File: src/rtl/deq_pkg.sv
// ----------------------------------------------------------------------------
// Double-ended queue package
// Sizes, operation and status codes, and the controller states that are
// shared by the deque and its testbench.
// ----------------------------------------------------------------------------
package deq_pkg;

  localparam int CAPACITY    = 16;
  localparam int DATA_W      = 32;
  localparam int IDX_W       = (CAPACITY > 1) ? $clog2(CAPACITY) : 1;
  localparam int CNT_W       = $clog2(CAPACITY + 1);
  localparam int OP_W        = 3;
  localparam int STATUS_W    = 2;
  localparam int COUNT_OUT_W = 5;

  typedef enum logic [OP_W-1:0] {
    OP_PUSH_BACK  = 3'd0,
    OP_PUSH_FRONT = 3'd1,
    OP_POP_FRONT  = 3'd2,
    OP_POP_BACK   = 3'd3,
    OP_QUERY      = 3'd4
  } op_e;

  typedef enum logic [STATUS_W-1:0] {
    STATUS_OK        = 2'd0,
    STATUS_UNDERFLOW = 2'd1,
    STATUS_OVERFLOW  = 2'd2
  } status_e;

  typedef enum logic [1:0] {
    ST_IDLE,
    ST_READ,
    ST_DATA
  } state_e;

  // Slot arithmetic modulo the capacity.
  function automatic logic [IDX_W-1:0] idx_next(input logic [IDX_W-1:0] idx);
    logic [IDX_W-1:0] res;
    if (idx == IDX_W'(CAPACITY - 1)) begin
      res = '0;
    end else begin
      res = idx + IDX_W'(1);
    end
    return res;
  endfunction

  function automatic logic [IDX_W-1:0] idx_prev(input logic [IDX_W-1:0] idx);
    logic [IDX_W-1:0] res;
    if (idx == '0) begin
      res = IDX_W'(CAPACITY - 1);
    end else begin
      res = idx - IDX_W'(1);
    end
    return res;
  endfunction

endpackage

File: src/rtl/deq_ram.sv
// ----------------------------------------------------------------------------
// Generic dual-read RAM
// One write port and two read ports, with the read data registered.
// ----------------------------------------------------------------------------
module deq_ram #(
  parameter int WIDTH = 32,
  parameter int DEPTH = 16
) (
  input  logic                             clk_i,
  input  logic                             wr_en_i,
  input  logic [$clog2(DEPTH)-1:0]         wr_addr_i,
  input  logic [WIDTH-1:0]                 wr_data_i,
  input  logic                             rd_en_i,
  input  logic [$clog2(DEPTH)-1:0]         rd_addr_a_i,
  input  logic [$clog2(DEPTH)-1:0]         rd_addr_b_i,
  output logic [WIDTH-1:0]                 rd_data_a_o,
  output logic [WIDTH-1:0]                 rd_data_b_o
);

  logic [WIDTH-1:0] mem_q [DEPTH];
  logic [WIDTH-1:0] rd_data_a_q;
  logic [WIDTH-1:0] rd_data_b_q;

  always_ff @(posedge clk_i) begin
    if (wr_en_i) begin
      mem_q[wr_addr_i] <= wr_data_i;
    end
    if (rd_en_i) begin
      rd_data_a_q <= mem_q[rd_addr_a_i];
      rd_data_b_q <= mem_q[rd_addr_b_i];
    end
  end

  assign rd_data_a_o = rd_data_a_q;
  assign rd_data_b_o = rd_data_b_q;

endmodule

File: src/rtl/double_ended_queue.sv
// ----------------------------------------------------------------------------
// Double-ended queue
// A deque of signed 32-bit values kept in a circular buffer in RAM. Each
// transaction pushes or pops at either end, or only queries, and yields one
// result with the front and back values, the entry count and a status.
//
//   Channel  Handshake                Payload
//   input    in_valid_i / in_stall_o  op_i, push_value_i
//   output   out_valid_o / out_stall_i front_value_o, back_value_o,
//                                     entry_count_o, is_empty_o, status_o
//
// An operation runs through the states ST_IDLE (accept and write), ST_READ (RAM
// read of the front and back slots) and ST_DATA (loading of the output register).
// The input stalls in the read and load states, so the deque takes no new
// transaction until the last one has been loaded into the output register.
// Reset sets the front pointer to slot 0, the back pointer to the last slot and
// the count to zero; the RAM contents are not cleared. A stalled output holds the
// load state until the output register is free.
module double_ended_queue (
  input  logic        clk_i,
  input  logic        rst_ni,
  input  logic        in_valid_i,
  output logic        in_stall_o,
  input  logic [2:0]  op_i,
  input  logic signed [31:0] push_value_i,
  output logic        out_valid_o,
  input  logic        out_stall_i,
  output logic signed [31:0] front_value_o,
  output logic signed [31:0] back_value_o,
  output logic [4:0]  entry_count_o,
  output logic        is_empty_o,
  output logic [1:0]  status_o
);

  localparam int IDX_W = deq_pkg::IDX_W;
  localparam int CNT_W = deq_pkg::CNT_W;
  localparam int DW    = deq_pkg::DATA_W;

  deq_pkg::state_e  state_q, state_d;
  logic [IDX_W-1:0] front_q, front_d;
  logic [IDX_W-1:0] back_q, back_d;
  logic [CNT_W-1:0] count_q, count_d;
  deq_pkg::status_e status_q, status_d;

  logic             out_valid_q, out_valid_d;
  logic [DW-1:0]    front_val_q, back_val_q;
  logic [deq_pkg::COUNT_OUT_W-1:0] count_out_q;
  logic             empty_q;
  deq_pkg::status_e status_out_q;

  logic             in_accept;
  logic             out_free;
  logic             out_load;
  logic             rd_en;
  logic             wr_en;
  logic [IDX_W-1:0] wr_addr;
  logic [DW-1:0]    rd_front, rd_back;
  logic             is_full, is_none;
  deq_pkg::op_e     op;

  assign op        = deq_pkg::op_e'(op_i);
  assign is_full   = (count_q == CNT_W'(deq_pkg::CAPACITY));
  assign is_none   = (count_q == '0);
  assign in_accept = in_valid_i && !in_stall_o;
  assign out_free  = !out_valid_q || !out_stall_i;

  // Next state.
  always_comb begin
    state_d = state_q;
    unique case (state_q)
      deq_pkg::ST_IDLE: begin
        if (in_valid_i) begin
          state_d = deq_pkg::ST_READ;
        end
      end
      deq_pkg::ST_READ: begin
        state_d = deq_pkg::ST_DATA;
      end
      deq_pkg::ST_DATA: begin
        if (out_free) begin
          state_d = deq_pkg::ST_IDLE;
        end
      end
      default: begin
        state_d = deq_pkg::ST_IDLE;
      end
    endcase
  end

  // Controller outputs.
  always_comb begin
    in_stall_o = 1'b1;
    rd_en      = 1'b0;
    out_load   = 1'b0;
    unique case (state_q)
      deq_pkg::ST_IDLE: in_stall_o = 1'b0;
      deq_pkg::ST_READ: rd_en      = 1'b1;
      deq_pkg::ST_DATA: out_load   = out_free;
      default:          in_stall_o = 1'b1;
    endcase
  end

  // Pointer, count and RAM write update for an accepted transaction.
  always_comb begin
    front_d  = front_q;
    back_d   = back_q;
    count_d  = count_q;
    status_d = status_q;
    wr_en    = 1'b0;
    wr_addr  = deq_pkg::idx_next(back_q);
    if (in_accept) begin
      status_d = deq_pkg::STATUS_OK;
      unique case (op)
        deq_pkg::OP_PUSH_BACK: begin
          if (is_full) begin
            status_d = deq_pkg::STATUS_OVERFLOW;
          end else begin
            wr_en   = 1'b1;
            wr_addr = deq_pkg::idx_next(back_q);
            back_d  = deq_pkg::idx_next(back_q);
            count_d = count_q + CNT_W'(1);
          end
        end
        deq_pkg::OP_PUSH_FRONT: begin
          if (is_full) begin
            status_d = deq_pkg::STATUS_OVERFLOW;
          end else begin
            wr_en   = 1'b1;
            wr_addr = deq_pkg::idx_prev(front_q);
            front_d = deq_pkg::idx_prev(front_q);
            count_d = count_q + CNT_W'(1);
          end
        end
        deq_pkg::OP_POP_FRONT: begin
          if (is_none) begin
            status_d = deq_pkg::STATUS_UNDERFLOW;
          end else begin
            front_d = deq_pkg::idx_next(front_q);
            count_d = count_q - CNT_W'(1);
          end
        end
        deq_pkg::OP_POP_BACK: begin
          if (is_none) begin
            status_d = deq_pkg::STATUS_UNDERFLOW;
          end else begin
            back_d  = deq_pkg::idx_prev(back_q);
            count_d = count_q - CNT_W'(1);
          end
        end
        default: begin
          status_d = deq_pkg::STATUS_OK;
        end
      endcase
    end
  end

  always_comb begin
    out_valid_d = out_valid_q;
    if (out_load) begin
      out_valid_d = 1'b1;
    end else if (!out_stall_i) begin
      out_valid_d = 1'b0;
    end
  end

  always_ff @(posedge clk_i or negedge rst_ni) begin
    if (!rst_ni) begin
      state_q     <= deq_pkg::ST_IDLE;
      front_q     <= '0;
      back_q      <= IDX_W'(deq_pkg::CAPACITY - 1);
      count_q     <= '0;
      status_q    <= deq_pkg::STATUS_OK;
      out_valid_q <= 1'b0;
    end else begin
      state_q     <= state_d;
      front_q     <= front_d;
      back_q      <= back_d;
      count_q     <= count_d;
      status_q    <= status_d;
      out_valid_q <= out_valid_d;
    end
  end

  always_ff @(posedge clk_i) begin
    if (out_load) begin
      front_val_q  <= is_none ? '1 : rd_front;
      back_val_q   <= is_none ? '1 : rd_back;
      count_out_q  <= deq_pkg::COUNT_OUT_W'(count_q);
      empty_q      <= is_none;
      status_out_q <= status_q;
    end
  end

  deq_ram #(
    .WIDTH (DW),
    .DEPTH (deq_pkg::CAPACITY)
  ) u_store (
    .clk_i       (clk_i),
    .wr_en_i     (wr_en),
    .wr_addr_i   (wr_addr),
    .wr_data_i   (push_value_i),
    .rd_en_i     (rd_en),
    .rd_addr_a_i (front_q),
    .rd_addr_b_i (back_q),
    .rd_data_a_o (rd_front),
    .rd_data_b_o (rd_back)
  );

  assign out_valid_o   = out_valid_q;
  assign front_value_o = front_val_q;
  assign back_value_o  = back_val_q;
  assign entry_count_o = count_out_q;
  assign is_empty_o    = empty_q;
  assign status_o      = status_out_q;

  // The back pointer must always sit one slot before the front pointer plus
  // the count.
  logic [IDX_W:0] chk_sum;
  logic [IDX_W:0] chk_slot;
  assign chk_sum  = {1'b0, front_q} + (IDX_W+1)'(count_q) + (IDX_W+1)'(deq_pkg::CAPACITY - 1);
  assign chk_slot = (chk_sum >= (IDX_W+1)'(deq_pkg::CAPACITY)) ?
                    chk_sum - (IDX_W+1)'(deq_pkg::CAPACITY) : chk_sum;

  a_count_bound: assert property (@(posedge clk_i) disable iff (!rst_ni)
    count_q <= CNT_W'(deq_pkg::CAPACITY))
    else $error("Entry count exceeds the capacity.");

  a_back_consistent: assert property (@(posedge clk_i) disable iff (!rst_ni)
    back_q == chk_slot[IDX_W-1:0])
    else $error("Back pointer disagrees with front pointer and count.");

  a_overflow_keeps: assert property (@(posedge clk_i) disable iff (!rst_ni)
    (in_accept && is_full && (op == deq_pkg::OP_PUSH_BACK || op == deq_pkg::OP_PUSH_FRONT))
      |=> (count_q == $past(count_q) && front_q == $past(front_q)))
    else $error("A push on a full deque changed the state.");

  a_underflow_keeps: assert property (@(posedge clk_i) disable iff (!rst_ni)
    (in_accept && is_none && (op == deq_pkg::OP_POP_FRONT || op == deq_pkg::OP_POP_BACK))
      |=> (count_q == '0 && front_q == $past(front_q)))
    else $error("A pop on an empty deque changed the state.");

endmodule

File: config.mk
export PLATFORM = sky130hd
export DESIGN_NAME = double_ended_queue
export DESIGN_NICKNAME = d
export VERILOG_FILES = /design/src/rtl/deq_pkg.sv /design/src/rtl/deq_ram.sv /design/src/rtl/double_ended_queue.sv
export SDC_FILE = /design/constraint.sdc
export NUM_CORES = 1
export LEC_CHECK = 0
export BUFFER_PORTS_ARGS = -buffer_cell sky130_fd_sc_hd__buf_2
export CORE_ASPECT_RATIO = 0.8
export CORE_MARGIN = 2
export CORE_UTILIZATION = 25
export CTS_CLUSTER_DIAMETER = 200
export DETAILED_ROUTE_END_ITERATION = 7
export GPL_ROUTABILITY_DRIVEN = 0
export SLEW_MARGIN = 10
export SYNTH_ARGS = -nofsm -noshare
export SYNTH_HDL_FRONTEND = slang
export SYNTH_SLANG_ARGS = --single-unit
File: constraint.sdc
create_clock -name clk_i -period 5.4 [get_ports clk_i]
set_clock_uncertainty 0.2 [all_clocks]
set_input_delay 0.54 -clock clk_i [delete_from_list [all_inputs] [get_ports clk_i]]
set_output_delay 0.54 -clock clk_i [all_outputs]
set_load 0.005 [all_outputs]
==> results.md <==
- Status: complete, no violations
- Post-DP Area: 0.0318 mm²
- LEAKAGE: 0.0108 µW
- Post-synthesis sequential area ratio: 68.3%
- DR pass1 iterations: 7
- Yosys reg bits: 666
- Avg WL per Cell: about 24 µm
- EDFF count, synth: approximately 650
- Total CTS buffers: 72
- CP arrival: roughly 4.0 ns
- Clock transition at path regs: 0.06 ns
- PostCTS Resize Cnt: 0
- Post-Syn Nets: 1537
- Area of the die: 0.119 mm²
- Area growth from synthesis to layout: 17.4%
- RSZ-0062 raised after global routing: false
- Die X: 386 µm
- Synth Area per Inst: just under 20 µm²
- Finished Core Util: 29.5%
- Minimum clock period after layout: 3.95 ns
- Port-buffer cells: 112
- Area of the core: 0.116 mm²
- Initial core utilization: about a quarter
- Slowest-stage cell, CP: dfrtp_4
- Combinational Power Share: 32.1%
- Maximum clock path buffer count: 3
- Share of power burned in the clock network: between 20 and 30%
- Synth area leaders: edfxtp_1 (67%), mux4_2 (20%), mux2i_1 (2.5%), nand2b_1 (1.5%), dfrtp_1 (1.2%)
- CTS H-tree lvls: 3
- Setup CP Type: reg -> reg
- HP Class: in -> reg
- Bufs and invs on worst path: 2
- Crit end category: flip-flop
- Total Negative Setup Slacks: 0 ns
- Row count: 112
- Post-route ant nets: 0
- Max Clk Rate: 253 MHz
- Period utilization: 73.1%
- Die Y: 310 µm
- GRT Residual Overflow: 0
- Final setup fails: 0
- Reg area: 0.0199 mm²
- Post-DP HPWL: 46500 µm
- Fillers: 11300
- Slew @ Worst Pin: 1.15 ns
- Synth async-reset ratio: 2.70%
- Placed insts: 3079
- Net Sw Power: 5700 µW
- Post-DR vias/cell: slightly below 5
- CP max stage delay: 0.96 ns
- Clock Latency Late Sink: between 0.6 and 0.7 ns
- Final Hold Viols: 0
- Number of global-route vias before repair: 16400
- VDD IR max: 0.292 mV
- Iter 0 DRT Violations: 1582
- Post-synth design cell area: 0.0292 mm²
- Yosys warnings: 0
- Part of the power in registers: 39.7%
- CTS tree: done
- IO Pins: 113
- Share of layout cells above drive strength 1: approximately a third
- Synth unique cells: 55
- Initial antenna violation count: 7
- Net Sw Frac: 32.0%
- Max-cap violation count: 0
- Final Max Slew Viols: 0
- First-pass GRT wire length: 113000 µm
- Synth top area share: 66.7%
- Area leader, netlist: edfxtp_1
- Fin area: 0.0342 mm²
- Post-layout nets: 1664
- Setup crit start kind: flip-flop
- Worst slack, placed: 1.40 ns
- Largest net degree at the start of global routing: 69
- Multi-input gate area: between 0.008 and 0.009 mm²
- Final WS setup: 1.45 ns
- Relative slew slack: a little under a quarter
- Syn Inst Count: 1489
- Final wirelength: 77000 µm
- Critical path required time: 5.49 ns
- CP Cell Sequence: buf_4, nor4b_1, a211o_1, mux2i_1, nand2_1, nor2_4, buf_4
- CP Max Fanout: 49
- Post-synth top flop: edfxtp_1
- Power per cell area: 520 mW/mm²
- Via count: 15700
- Int Pwr: ~12000 µW
- CTS root buf: clkbuf_16
- Most common cell type on the critical path: buf_4
- CP top delay family: buffers and inverters
- DRC Markers: 0
- Fin cells: 3210
- Tot GR Track Use: 12.8%
- Clk sinks: roughly 670
-- cell families (layout without fill, tap and decap cells) --
| family | after synthesis | count (layout) | synth area share, % |
|---|---|---|---|
| DFF | 666 | 666 | 68.3 |
| muxes | 331 | 331 | 22.3 |
| and+or+nand+nor | 212 | 212 | 3.68 |
| AOI/OAI and AO/OA | 145 | 145 | 3.46 |
| buffers and inverters | 117 | 298 | 1.62 |
| adders and majority gates | 9 | 9 | 0.412 |
| xor gates and xnor gates | 9 | 9 | 0.270 |
| other | 0 | 1 | 0 |
-- repair_timing --
item | CTS | global route
endpoints found under the hold margin | 19 | 0
hold buffers | 2 | 0
buffers inserted | 0 | 0
-- power groups by stage --
stage | combinational (µW) | sequential, µW | clock (µW)
final | 5710 | 7060 | 5030
after global routing | 6170 | 7130 | 5350
after CTS | 5830 | 7080 | 5160
after detailed placement | 5810 | 7180 | 0
after global placement | 5750 | 7160 | 0
after floorplan | 4310 | 6700 | 0
-- path summary, 6_finish.rpt --
kind                              from               endpoint  slack (ns)  depth (start not counted)
hold / removal                 op_i[1]             count_q[4]        0.06                          3
max in group asynchronous       rst_ni             front_q[1]        4.41                          2
setup / recovery            front_q[1]  u_store.mem_q[10][23]        1.45                          7
min in group asynchronous       rst_ni             state_q[0]        0.22                          2
hold reg to reg            status_q[0]            status_o[0]        0.27                          0
setup reg to reg            front_q[1]  u_store.mem_q[10][23]        1.45                          7
-- cells in the final DEF (no fill, tap or decap), types with 9 or more instances in the layout --
master     count
mux4_2       255
o21ai_0       21
nor2_1         9
nand2b_1      68
nand3_1       27
clkbuf_16     74
mux2i_1       74
nand2_1       69
clkinv_2      13
buf_4         30
edfxtp_1     648
nor2_4        18
bufinv_16     10
a22oi_1       27
buf_2        112
inv_1         15
o211ai_1      27
dfrtp_1       11
a21oi_1       33
clkinv_1      20
-- sequential cells by signal (all words and copies together), names as in the netlist, 4 cells and up --
register	count
u_store.mem_q	512
back_value_o	32
front_value_o	32
u_store.rd_data_a_o	32
u_store.rd_data_b_o	32
count_q	5
entry_count_o	5
back_q	4
front_q	4
-- cell usage after synthesis, types with 4 or more instances --
master,instances
dfstp_2,4
edfxtp_1,648
mux4_2,255
o211ai_1,27
xnor2_1,6
buf_1,16
dfrtp_1,14
mux2i_1,74
nor2b_1,5
a221oi_1,8
a22oi_1,27
nor2_1,27
o21ai_0,21
nand2_1,69
inv_1,15
nand3_1,27
clkbuf_1,57
a21oi_1,34
buf_2,25
ha_1,8
nand2b_1,69
a31oi_1,6
-- per-stage QoR --
step                hold WS (ns)  total power [µW]
floorplan                 0.0444             11000
global placement           0.245             12900
detailed placement         0.264             13000
CTS                      0.00709             18100
global route              0.0436             18600
finish                    0.0601             17800
-- layer usage --
layer  vias up  wire [µm]  GRT usage, %
li1       6510          -             -
met1      8348      31800          17.0
met2       725      37300          21.0
met3       149       5670          2.56
met4         2       2280          4.39
met5         -         13             0
-- area by class of cell --
cell class                 count  share of cell area (%)
multi-input combinational    706                    26.2
timing repair buffer         152                    2.82
antenna                        1                 0.00731
sequential                   666                    58.2
clock buffer                  79                    5.46
tap                         1539                    5.62
inverter                      18                   0.205
clock inverter                49                    1.48
-- worst reg2reg max path, cell delays in order (launching register included) --
cell     delay (ns)
dfrtp_4        0.96
buf_4          0.71
nor4b_1        0.11
a211o_1        0.35
mux2i_1        0.17
nand2_1        0.27
nor2_4         0.47
buf_4          0.35
Power figures use the tool's default switching activity.
